**config.mk**
```make
export PLATFORM = sky130hd
export DESIGN_NAME = quoted_printable_decoder
export DESIGN_NICKNAME = d
export VERILOG_FILES = /design/src/rtl/qpd_pkg.sv /design/src/rtl/qpd_front.sv /design/src/rtl/qpd_fifo.sv /design/src/rtl/qpd_back.sv /design/src/rtl/quoted_printable_decoder.sv
export SDC_FILE = /design/constraint.sdc
export NUM_CORES = 1
export LEC_CHECK = 0
export CORE_ASPECT_RATIO = 0.5
export CORE_MARGIN = 4
export CORE_UTILIZATION = 53
export CTS_CLUSTER_SIZE = 16
export DETAILED_ROUTE_END_ITERATION = 16
export DONT_BUFFER_PORTS = 1
export PLACE_DENSITY = 0.68
export SLEW_MARGIN = 40
export SYNTH_ARGS = -nofsm -noshare
export SYNTH_HDL_FRONTEND = slang
export SYNTH_SLANG_ARGS = --single-unit
```
**constraint.sdc**
```tcl
create_clock -name i_clk -period 3.6 [get_ports i_clk]
set_clock_uncertainty 0.15 [all_clocks]
set_input_delay 0.18 -clock i_clk [delete_from_list [all_inputs] [get_ports i_clk]]
set_output_delay 0.18 -clock i_clk [all_outputs]
set_load 0.01 [all_outputs]
```
**src/rtl/qpd_pkg.sv**
```systemverilog
// Package for the quoted-printable decoder: payload structs, queue entry
// type and sizing constants. No dependencies.
`default_nettype none

package qpd_pkg;

    // Width of the count field on the end marker
    localparam int DCNT_W = 32;

    // Default width of the internal saturating byte counter
    localparam int COUNT_BITS_DEF = 32;

    // Queue between front and back (power of two)
    localparam int QD_DEPTH = 4;
    localparam int QD_AW    = 2;

    // One input beat
    typedef struct packed {
        logic [7:0] in_byte;
        logic       in_last;
    } t_in;

    // One result beat
    typedef struct packed {
        logic [7:0]        out_byte;
        logic              byte_valid;
        logic              stream_end;
        logic [DCNT_W-1:0] decoded_count;
        logic              run_last;
    } t_out;

    // Classified work for one input byte: up to two data bytes, then end marker
    typedef struct packed {
        logic       d0_valid;
        logic [7:0] d0;
        logic       d1_valid;
        logic [7:0] d1;
        logic       end_flag;
    } t_qent;

endpackage : qpd_pkg

`default_nettype wire

```
**src/rtl/qpd_front.sv**
```systemverilog
// Front part of the quoted-printable decoder: escape state machine that
// turns each input byte into a queue entry. Depends on qpd_pkg.
`default_nettype none

module qpd_front (
    input  wire logic         i_clk,
    input  wire logic         i_rst_n,
    input  wire logic         i_accept,
    input  wire qpd_pkg::t_in i_data,
    output qpd_pkg::t_qent    o_ent,
    output logic              o_ent_valid
);
    import qpd_pkg::*;

    localparam logic [7:0] CH_EQ  = 8'h3D;
    localparam logic [7:0] CH_SP  = 8'h20;
    localparam logic [7:0] CH_TAB = 8'h09;
    localparam logic [7:0] CH_CR  = 8'h0D;
    localparam logic [7:0] CH_LF  = 8'h0A;

    typedef enum logic [2:0] {
        MODE_NORMAL = 3'd0,
        MODE_EQ     = 3'd1,
        MODE_HEX1   = 3'd2,
        MODE_BLANK  = 3'd3,
        MODE_CR     = 3'd4
    } t_mode;

    function automatic logic is_hex(input logic [7:0] c);
        return (c >= 8'h30 && c <= 8'h39) || (c >= 8'h41 && c <= 8'h46) ||
               (c >= 8'h61 && c <= 8'h66);
    endfunction

    // Letters A-F and a-f both have low nibble 1..6
    function automatic logic [3:0] hex_val(input logic [7:0] c);
        return (c[6]) ? (c[3:0] + 4'd9) : c[3:0];
    endfunction

    t_mode      r_mode, n_mode;
    logic [7:0] r_held, n_held;
    t_qent      w_ent;
    logic [7:0] w_c;

    assign w_c = i_data.in_byte;

    // Decode the current byte against the escape state
    always_comb begin
        n_mode = r_mode;
        n_held = r_held;
        w_ent  = '0;
        case (r_mode)
            MODE_EQ, MODE_BLANK: begin
                if (r_mode == MODE_EQ && is_hex(w_c)) begin
                    n_held = w_c;
                    n_mode = MODE_HEX1;
                end else if (w_c == CH_SP || w_c == CH_TAB) begin
                    n_mode = MODE_BLANK;
                end else if (w_c == CH_CR) begin
                    n_mode = MODE_CR;
                end else if (w_c == CH_LF) begin
                    n_mode = MODE_NORMAL;
                end else if (w_c == CH_EQ) begin
                    n_mode = MODE_EQ;
                end else begin
                    n_mode         = MODE_NORMAL;
                    w_ent.d0_valid = 1'b1;
                    w_ent.d0       = w_c;
                end
            end
            MODE_HEX1: begin
                n_held         = '0;
                n_mode         = MODE_NORMAL;
                w_ent.d0_valid = 1'b1;
                if (is_hex(w_c)) begin
                    w_ent.d0 = {hex_val(r_held), hex_val(w_c)};
                end else begin
                    // broken pair: copy the digit, then treat this byte as plain
                    w_ent.d0 = r_held;
                    if (w_c == CH_EQ) begin
                        n_mode = MODE_EQ;
                    end else begin
                        w_ent.d1_valid = 1'b1;
                        w_ent.d1       = w_c;
                    end
                end
            end
            MODE_CR: begin
                if (w_c == CH_LF) begin
                    n_mode = MODE_NORMAL;
                end else if (w_c == CH_EQ) begin
                    n_mode = MODE_EQ;
                end else begin
                    n_mode         = MODE_NORMAL;
                    w_ent.d0_valid = 1'b1;
                    w_ent.d0       = w_c;
                end
            end
            default: begin
                if (w_c == CH_EQ) begin
                    n_mode = MODE_EQ;
                end else begin
                    n_mode         = MODE_NORMAL;
                    w_ent.d0_valid = 1'b1;
                    w_ent.d0       = w_c;
                end
            end
        endcase

        // Close the stream: flush a lone hex digit, add the end marker
        if (i_data.in_last) begin
            if (n_mode == MODE_HEX1) begin
                w_ent.d0_valid = 1'b1;
                w_ent.d0       = n_held;
            end
            w_ent.end_flag = 1'b1;
            n_mode         = MODE_NORMAL;
            n_held         = '0;
        end
    end

    assign o_ent       = w_ent;
    assign o_ent_valid = w_ent.d0_valid | w_ent.d1_valid | w_ent.end_flag;

    // Hold escape state, advance on every accepted beat
    always_ff @(posedge i_clk) begin
        if (!i_rst_n) begin
            r_mode <= MODE_NORMAL;
            r_held <= '0;
        end else if (i_accept) begin
            r_mode <= n_mode;
            r_held <= n_held;
        end
    end

endmodule : qpd_front

`default_nettype wire

```
**src/rtl/qpd_fifo.sv**
```systemverilog
// Short queue of classified entries between front and back of the decoder.
// Register array with read data taken straight from the head. Depends on qpd_pkg.
`default_nettype none

module qpd_fifo (
    input  wire logic           i_clk,
    input  wire logic           i_rst_n,
    input  wire logic           i_wr,
    input  wire qpd_pkg::t_qent i_wdata,
    output logic                o_full,
    input  wire logic           i_rd,
    output qpd_pkg::t_qent      o_rdata,
    output logic                o_empty
);
    import qpd_pkg::*;

    t_qent            r_mem [QD_DEPTH];
    logic [QD_AW-1:0] r_wp, r_rp;
    logic [QD_AW:0]   r_count;
    logic             w_wr_ok, w_rd_ok;

    assign o_full  = (r_count == (QD_AW+1)'(QD_DEPTH));
    assign o_empty = (r_count == '0);
    assign w_wr_ok = i_wr && !o_full;
    assign w_rd_ok = i_rd && !o_empty;
    assign o_rdata = r_mem[r_rp];

    // Store entries
    always_ff @(posedge i_clk) begin
        if (w_wr_ok) begin
            r_mem[r_wp] <= i_wdata;
        end
    end

    // Advance pointers and fill count
    always_ff @(posedge i_clk) begin
        if (!i_rst_n) begin
            r_wp    <= '0;
            r_rp    <= '0;
            r_count <= '0;
        end else begin
            if (w_wr_ok) begin
                r_wp <= r_wp + 1'b1;
            end
            if (w_rd_ok) begin
                r_rp <= r_rp + 1'b1;
            end
            if (w_wr_ok && !w_rd_ok) begin
                r_count <= r_count + 1'b1;
            end else if (w_rd_ok && !w_wr_ok) begin
                r_count <= r_count - 1'b1;
            end
        end
    end

    a_count_bound: assert property (@(posedge i_clk) disable iff (!i_rst_n)
        r_count <= (QD_AW+1)'(QD_DEPTH))
        else $error("queue fill count beyond depth");

    a_write_grows: assert property (@(posedge i_clk) disable iff (!i_rst_n)
        (w_wr_ok && !w_rd_ok) |=> (r_count == $past(r_count) + 1'b1))
        else $error("queue write without read did not grow fill count");

endmodule : qpd_fifo

`default_nettype wire

```
**src/rtl/qpd_back.sv**
```systemverilog
// Back part of the quoted-printable decoder: unpacks queue entries into
// result beats and keeps the saturating byte count. Depends on qpd_pkg.
`default_nettype none

module qpd_back #(
    parameter int COUNT_BITS = qpd_pkg::COUNT_BITS_DEF
) (
    input  wire logic           i_clk,
    input  wire logic           i_rst_n,
    input  wire qpd_pkg::t_qent i_ent,
    input  wire logic           i_ent_empty,
    output logic                o_ent_rd,
    output qpd_pkg::t_out       o_data,
    output logic                o_empty,
    input  wire logic           i_pop
);
    import qpd_pkg::*;

    logic                  r_cur_valid, n_cur_valid;
    t_qent                 r_ent, n_ent;
    logic [COUNT_BITS-1:0] r_total, n_total;
    logic [DCNT_W-1:0]     w_count_out;
    logic                  w_pop_ok, w_only_one, w_done, w_is_end;

    assign w_pop_ok   = i_pop && r_cur_valid;
    assign w_only_one = $countones({r_ent.d0_valid, r_ent.d1_valid, r_ent.end_flag}) == 1;
    assign w_is_end   = !r_ent.d0_valid && !r_ent.d1_valid;
    assign w_done     = !r_cur_valid || (w_pop_ok && w_only_one);
    assign o_ent_rd   = w_done && !i_ent_empty;
    assign o_empty    = !r_cur_valid;

    // Clamp the counter into the count field
    generate
        if (COUNT_BITS > DCNT_W) begin : g_clamp
            assign w_count_out = (|r_total[COUNT_BITS-1:DCNT_W]) ? '1 :
                                 r_total[DCNT_W-1:0];
        end else begin : g_widen
            assign w_count_out = DCNT_W'(r_total);
        end
    endgenerate

    // Present the oldest pending result of the current entry
    always_comb begin
        o_data          = '0;
        o_data.run_last = w_only_one;
        if (r_ent.d0_valid) begin
            o_data.out_byte   = r_ent.d0;
            o_data.byte_valid = 1'b1;
        end else if (r_ent.d1_valid) begin
            o_data.out_byte   = r_ent.d1;
            o_data.byte_valid = 1'b1;
        end else begin
            o_data.stream_end    = 1'b1;
            o_data.decoded_count = w_count_out;
        end
    end

    // Drop the delivered result, load the next entry when this one is done
    always_comb begin
        n_cur_valid = r_cur_valid;
        n_ent       = r_ent;
        n_total     = r_total;
        if (w_pop_ok) begin
            if (r_ent.d0_valid) begin
                n_ent.d0_valid = 1'b0;
            end else if (r_ent.d1_valid) begin
                n_ent.d1_valid = 1'b0;
            end else begin
                n_ent.end_flag = 1'b0;
            end
            if (w_is_end) begin
                n_total = '0;
            end else if (r_total != {COUNT_BITS{1'b1}}) begin
                n_total = r_total + COUNT_BITS'(1);
            end
        end
        if (o_ent_rd) begin
            n_cur_valid = 1'b1;
            n_ent       = i_ent;
        end else if (w_done) begin
            n_cur_valid = 1'b0;
        end
    end

    // Hold control state; entry payload needs no reset
    always_ff @(posedge i_clk) begin
        if (!i_rst_n) begin
            r_cur_valid <= 1'b0;
            r_total     <= '0;
        end else begin
            r_cur_valid <= n_cur_valid;
            r_total     <= n_total;
        end
    end

    always_ff @(posedge i_clk) begin
        r_ent <= n_ent;
    end

    a_end_clears: assert property (@(posedge i_clk) disable iff (!i_rst_n)
        (w_pop_ok && w_is_end) |=> (r_total == '0))
        else $error("byte count not cleared after end marker");

    a_live_entry: assert property (@(posedge i_clk) disable iff (!i_rst_n)
        r_cur_valid |-> (r_ent.d0_valid || r_ent.d1_valid || r_ent.end_flag))
        else $error("current entry held with nothing left to deliver");

endmodule : qpd_back

`default_nettype wire

```
**src/rtl/quoted_printable_decoder.sv**
```systemverilog
// Top level of the quoted-printable decoder: front, queue and back.
// Depends on qpd_pkg, qpd_front, qpd_fifo and qpd_back.
//
//  Channel   Handshake          Payload            Direction
//  input     push / full        i_data (t_in)      in
//  result    empty / pop        o_data (t_out)     out
//
// One input beat is taken every cycle while full is low; the escape state
// machine in the front decides each byte in the cycle it is accepted.
// First result of a beat is registered twice when the back is idle: queue write
// at acceptance, then the back's entry load from the queue head.
// The back delivers one result per cycle while pop is high: beats with at most
// one result keep one beat per cycle, beats with two or three results hold the back
// for each result in turn, and the four-entry queue absorbs the difference.
// Synchronous active-low reset clears escape state, queue and byte count.
`default_nettype none

module quoted_printable_decoder #(
    parameter int COUNT_BITS = qpd_pkg::COUNT_BITS_DEF
) (
    input  wire logic         i_clk,
    input  wire logic         i_rst_n,
    input  wire logic         push,
    output logic              full,
    input  wire qpd_pkg::t_in i_data,
    output logic              empty,
    input  wire logic         pop,
    output qpd_pkg::t_out     o_data
);
    import qpd_pkg::*;

    t_qent w_front_ent;
    logic  w_front_valid;
    logic  w_accept;
    t_qent w_q_ent;
    logic  w_q_empty;
    logic  w_q_rd;

    assign w_accept = push && !full;

    qpd_front u_front (
        .i_clk       (i_clk),
        .i_rst_n     (i_rst_n),
        .i_accept    (w_accept),
        .i_data      (i_data),
        .o_ent       (w_front_ent),
        .o_ent_valid (w_front_valid)
    );

    qpd_fifo u_fifo (
        .i_clk   (i_clk),
        .i_rst_n (i_rst_n),
        .i_wr    (w_accept && w_front_valid),
        .i_wdata (w_front_ent),
        .o_full  (full),
        .i_rd    (w_q_rd),
        .o_rdata (w_q_ent),
        .o_empty (w_q_empty)
    );

    qpd_back #(
        .COUNT_BITS (COUNT_BITS)
    ) u_back (
        .i_clk       (i_clk),
        .i_rst_n     (i_rst_n),
        .i_ent       (w_q_ent),
        .i_ent_empty (w_q_empty),
        .o_ent_rd    (w_q_rd),
        .o_data      (o_data),
        .o_empty     (empty),
        .i_pop       (pop)
    );

endmodule : quoted_printable_decoder

`default_nettype wire

```
==> results.py, run 1 <==
metrics = {
    "power": {
        "pwr-share-clk": 0.328,
        "p_sw_frac": 0.2987,
        "seqPwrFrac": 0.458,
        "ir_drop_mv": 0.4377,
        "p_sw_mw": 1.482,
        "powerDensity_nw_per_um2": 645.6,
        "power.internal_mw": 3.479,
        "pwr-share-comb": 0.214,
        "total_power_mw": 4.961,
        "leakage_nw": 2.654,
    },
    "setup_path": {
        "start_kind": "primary input",
        "critPathSlowestCell": "dlygate4sd3_1",
        "worst-path-stages": 12,
        "critical_path.startpoint": "i_data[7]",
        "criticalPathCategory": "primary input to flip-flop",
        "endpoint": "u_fifo.r_count[2]",
        "cpMostUsedCell": "inv_1",
        "r2r_slack_ps": 620,
        "critPathCaptureType": "flip-flop",
        "critPathArrivalTime_ps": 3310,
        "crit_chain": "dlygate4sd3_1 > inv_1 > a31oi_1 > a22oi_2 > o221ai_1 > o221ai_2 > ha_1 > inv_1 > fa_1 > xor2_1 > or3_1 > a21boi_0",
        "worst_r2r_endpoint": "u_fifo.r_count[2]",
        "worstPathMaxFanout": 7,
        "crit_required_ps": 3780,
        "timing.rr.start": "u_front.r_mode[1]",
        "slowest_delay_ps": 650,
        "critPathTopFamily": "compound AO/OA/AOI/OAI gates",
        "worst_r2r_path_depth": 10,
        "path_buf_inv": 3,
    },
    "run_status": {
        "status": "finished, final reports clean",
    },
    "global_routing": {
        "grtUsageTotal": 0.1931,
        "grt_max_degree": 33,
        "grt_pass1_vias": 4225,
        "antenna_found_initial": 1,
        "grt_pass1_wl_mm": 22.12,
        "grt_overflow_total": 0,
    },
    "floorplan": {
        "core_um2": 12660,
        "dieArea_um2": 14920,
        "pin_count": 58,
        "die_y_um": 88.39,
        "rows": 29,
        "die_w_um": 168.8,
        "start_util": 0.5409,
    },
    "sta": {
        "final_hold_viol_count": 0,
        "fin_crit_ps": 3126,
        "tightest_slew_ps": 750.5,
        "period_share": 0.8683,
        "fmax_mhz": 319.9,
        "setup_violations": 0,
        "max_slew_margin": 0.4959,
        "totalNegativeSetupSlack_ps": 0,
        "rsz0062_at_grt": "false",
        "slew_viol_final": 0,
    },
    "cts": {
        "cts_tree": "yes",
        "cts-buffers-inserted": 17,
        "cts_buffer_depth": 2,
        "clk_latency_ps": 410,
        "cts.sink_count": 148,
        "htree_num_levels": 4,
        "root_buffer": "clkbuf_16",
        "cts_resized": 0,
        "cts.clk_slew.worst_paths_ps": 60,
    },
    "synth": {
        "ys_types": 56,
        "async_reset_ff_frac": 0,
        "syn_area_um2": 6849,
        "syn_nets": 595,
        "yosysSeqAreaShare": 0.5714,
        "syn_avg_cell_area_um2": 12.12,
        "synth_edf_count": 95,
        "synth-main-ff-cell": "edfxtp_1",
        "synth_cells": 565,
        "yosys_warnings": 0,
        "ys_ff_latch": 148,
    },
    "placed_design": {
        "gp_congestion": 0.8888,
        "hpwl_mm": 9.238,
        "place_area_um2": 7017,
        "portBuffers": 0,
    },
    "finish": {
        "insertedDiodeCount": 0,
        "area_growth_pct": 12.20,
        "nets": 607,
        "final_cell_mix": "95 x edfxtp_1, 52 x dfxtp_1, 51 x nor2_1",
        "layout_commonest_cell": "edfxtp_1",
        "final_cell_area_um2": 7685,
        "drive_above_1_share": 0.1254,
        "fillers": 1029,
    },
    "routing": {
        "remaining_drc_errors": 0,
        "drt_iter0_drc": 331,
        "vias": 4389,
        "routedWlPerCell_um": 18.10,
        "dr.pass1.iters": 5,
        "vias_per_cell": 5.775,
        "ant_nets": 0,
        "drt-total-wl_mm": 13.76,
    },
    "flow_run": {
        "maxCapViolCount": 0,
    },
    "hold_path": {
        "hp-class": "primary input to flip-flop",
    },
}
==> power groups by stage <==
stage	Sequential, mW	Combinational [mW]	Clock [mW]
final	2.27	1.06	1.63
after global placement	2.30	1.02	0
after CTS	2.28	1.08	1.66
after global routing	2.31	1.18	1.74
after detailed placement	2.31	1.06	0
after floorplan	2.25	0.830	0
==> cell type report <==
class,count,area (um2),share of cell area
flip-flops and latches,148,3915,0.5094
multi-input cells,373,2765,0.3598
clock buffers,17,425.4,0.05536
well taps,170,212.7,0.02768
repair buffers,20,180.2,0.02345
clock inverters,15,122.6,0.01596
inverters,17,63.81,0.008303
==> kinds of logic after synthesis <==
kind of cell,Yosys count,synth area share
buf+inv,44,0.02612
compound gates,76,0.08403
fa+ha+maj,17,0.03325
xor+xnor,33,0.04220
flops,148,0.5714
mux,25,0.07125
simple gates,222,0.1717
==> per-stage QoR <==
stage,hold WS (ps),std cells,setup slack (ps),utilization
global placement,130.5,716,449.1,0.5536
floorplan,128.9,565,600.7,-
detailed placement,130.6,716,334.2,0.5541
global route,37.48,760,284.6,0.6069
CTS,0.7971,760,524.5,0.6069
finish,19.71,760,474.0,0.6069
==> registers in the layout (all words and copies together), names as in the netlist, named ones only <==
name and count:
u_front.r_mode 3, u_fifo.r_rp 2, u_front.r_held 8, u_back.r_ent 19
u_back.r_total 32, u_fifo.r_mem 76, u_back.r_cur_valid 1, u_fifo.r_wp 2
u_fifo.r_count 3
==> worst register-to-register path, stage by stage, from the launching register on <==
cell and delay, ps:
dfxtp_1 540, nor2_1 150, nand3_1 110, o211ai_1 160, o221ai_2 410, ha_1 260
inv_1 70, fa_1 420, xor2_1 160, or3_1 300, a21boi_0 180
==> Yosys cell counts, types with 3 or more instances <==
| master | number | share of area |
|---|---|---|
| clkbuf_1 | 22 | 0.012 |
| a21boi_0 | 3 | 0.0033 |
| nor2_1 | 51 | 0.028 |
| nor2b_1 | 5 | 0.0046 |
| nand3_1 | 15 | 0.011 |
| a21oi_1 | 12 | 0.0088 |
| a22oi_1 | 4 | 0.0044 |
| mux2i_1 | 6 | 0.0088 |
| edfxtp_1 | 95 | 0.42 |
| nor4_1 | 5 | 0.0046 |
| and3_1 | 7 | 0.0064 |
| and4_1 | 3 | 0.0038 |
| a211oi_1 | 3 | 0.0033 |
| and2_1 | 49 | 0.045 |
| a22o_1 | 16 | 0.020 |
| xor2_1 | 14 | 0.018 |
| dfxtp_1 | 53 | 0.15 |
| xnor2_1 | 19 | 0.024 |
| nand4_1 | 12 | 0.011 |
| o2bb2ai_1 | 4 | 0.0051 |
| ha_1 | 15 | 0.027 |
| o21ai_0 | 15 | 0.011 |
| inv_1 | 17 | 0.0093 |
| mux4_2 | 19 | 0.062 |
| nand2_1 | 36 | 0.020 |
| nor3_1 | 18 | 0.013 |
| or3_1 | 10 | 0.0091 |
| o211ai_1 | 4 | 0.0044 |
==> worst min-delay path by stage <==
| stage | end | depth (start not counted) | from | slack [ps] |
|---|---|---|---|---|
| floorplan | u_fifo.r_mem[0][0] | 0 | i_data[0] | 130 |
| global placement | u_fifo.r_mem[2][0] | 0 | i_data[0] | 130 |
| detailed placement | u_fifo.r_mem[2][0] | 0 | i_data[0] | 130 |
| CTS | u_back.r_total[2] | 3 | pop | 0.8 |
| global route | u_fifo.r_mem[0][17] | 2 | i_data[8] | 40 |
| finish | u_back.r_total[2] | 3 | pop | 20 |
==> per-layer routing <==
| layer | up-vias | track usage | wire length (um) | part of all wire |
|---|---|---|---|---|
| met5 | - | 0 | 0 | 0 |
| met1 | 2123 | 0.2690 | 6476 | 0.47 |
| met3 | 18 | 0.04462 | 946 | 0.069 |
| met2 | 132 | 0.3066 | 6111 | 0.44 |
| met4 | 0 | 0.06038 | 221 | 0.016 |
| li1 | 2116 | - | - | - |
==> timing repair <==
action | 4_1_cts | 5_1_grt
setup endpoints to repair | 0 | 0
setup buffers | 0 | 0
hold buffers | 12 | 0
endpoints found under the hold margin | 88 | 0
Note: power is estimated with default switching activity, not from simulation.
==> run 2, diff against run 1 <==
Settings changed: CORE_ASPECT_RATIO 0.5 to 0.8.
==> results.py, run 2 (synthesis results as in run 1) <==
metrics = {
    "hold_path": {
        "holdPathStages": 3,
        "hp-class": "primary input to flip-flop",
    },
    "routing": {
        "remaining_drc_errors": 0,
        "routedWlPerCell_um": 18.96,
        "vias": 4498,
        "drt_iter0_drc": 312,
        "dr.pass1.iters": 5,
        "vias_per_cell": 5.895,
        "drt-total-wl_mm": 14.47,
        "ant_nets": 0,
    },
    "sta": {
        "hold_ws_ps": 23.44,
        "finalWorstSetupSlack_ps": 534.5,
        "final_hold_viol_count": 0,
        "period_share": 0.8515,
        "rsz0062_at_grt": "false",
        "fmax_mhz": 326.2,
        "totalNegativeSetupSlack_ps": 0,
        "tightest_slew_ps": 762.8,
        "slew_viol_final": 0,
        "fin_crit_ps": 3065,
        "setup_violations": 0,
        "max_slew_margin": 0.4891,
    },
    "cts": {
        "cts-buffers-inserted": 17,
        "cts.clk_slew.worst_paths_ps": 60,
        "root_buffer": "clkbuf_16",
        "clk_latency_ps": 420,
        "htree_num_levels": 4,
        "cts_buffer_depth": 2,
        "cts_tree": "yes",
        "cts.sink_count": 148,
        "cts_resized": 0,
        "post_cts_buffers": 0,
    },
    "global_routing": {
        "grt_max_degree": 33,
        "grt_overflow_total": 0,
        "grtUsageTotal": 0.2075,
        "grt_pass1_vias": 4337,
        "grt_pass1_wl_mm": 23.36,
        "antenna_found_initial": 0,
    },
    "placed_design": {
        "portBuffers": 0,
        "dp_cells": 716,
        "place_ws_ps": 350.0,
        "hpwl_mm": 9.505,
        "gp_congestion": 0.9663,
    },
    "floorplan": {
        "pin_count": 58,
        "rows": 36,
        "core_um2": 12390,
        "start_util": 0.5529,
        "die_w_um": 135.1,
        "die_y_um": 109.7,
        "dieArea_um2": 14820,
    },
    "power": {
        "leakage_nw": 2.690,
        "ir_drop_mv": 0.3969,
        "powerDensity_nw_per_um2": 664.1,
    },
    "setup_path": {
        "critPathArrivalTime_ps": 3260,
        "worstPathMaxFanout": 5,
        "crit_required_ps": 3800,
        "criticalPathCategory": "flip-flop to flip-flop",
        "critPathCaptureType": "flip-flop",
        "worst_r2r_path_depth": 13,
        "start_kind": "flip-flop",
    },
    "finish": {
        "layout_commonest_cell": "edfxtp_1",
        "final_core_util": 0.6279,
        "area_growth_pct": 13.55,
        "nets": 609,
        "regMostFlops": "u_fifo.r_mem",
        "insertedDiodeCount": 0,
        "largest_reg_flops": 76,
        "final_cell_mix": "95 x edfxtp_1, 51 x nor2_1, 51 x dfxtp_1",
        "drive_above_1_share": 0.1284,
        "biggestRegsByFlops": "u_fifo.r_mem (76), u_back.r_total (32), u_back.r_ent (19)",
        "finalNonFillerCells": 763,
    },
    "run_status": {
        "status": "finished, final reports clean",
    },
    "flow_run": {
        "maxCapViolCount": 0,
    },
}
[run 2: final cells by class]
type | count | area, um2
Tap cell | 171 | 214.0
Inverter | 17 | 63.81
Sequential cell | 148 | 3916
Multi-Input combinational cell | 373 | 2768
Clock buffer | 18 | 439.2
Clock inverter | 14 | 176.4
Timing Repair Buffer | 22 | 200.2
Fill cell | 937 | 4609
[run 2: per-stage QoR]
stage | cell area (um2) | total power, mW
5_1_grt | 7777 | 5.412
2_1_floorplan | 6849 | 3.085
3_3_place_gp | 7004 | 3.316
6_report | 7777 | 5.165
4_1_cts | 7767 | 5.207
3_5_place_dp | 7012 | 3.361
[run 2: worst paths after layout]
kind	startpoint	end	slack, ps
setup / recovery	u_back.r_ent[9]	u_fifo.r_count[2]	530
hold / removal	i_data[4]	u_front.r_mode[0]	20
setup reg to reg	u_back.r_ent[9]	u_fifo.r_count[2]	530
hold reg to reg	u_front.r_held[7]	u_front.r_held[7]	330
[run 2: layer usage]
| metal | vias to the layer above | share of wire | global-route usage |
|---|---|---|---|
| met5 | - | 0 | 0 |
| met4 | 0 | 0.014 | 0.06259 |
| met3 | 23 | 0.075 | 0.05855 |
| met2 | 173 | 0.45 | 0.3171 |
| met1 | 2189 | 0.46 | 0.2918 |
| li1 | 2113 | - | - |
[run 2: critical path, cell delays in order (launching register included)]
cell and delay (ps):
edfxtp_1 460, ha_1 310, ha_1 210, ha_1 200, nor3b_1 290, nand2_1 90, nand2_1 90, nand2_1 130
ha_1 250, inv_1 90, fa_1 180, xor2_1 70, or3_1 300, a21boi_0 160
[run 2: power by group]
group          total (mW)  leakage (nW)  internal, mW  switching, mW
Clock                1.82         0.297          1.12          0.706
Sequential           2.30          1.34          2.15          0.153
Combinational        1.04          1.06         0.436          0.606
[run 2: timing repair]
item	CTS	global route
setup endpoints to repair	0	0
hold buffers	14	0
endpoints found under the hold margin	88	0
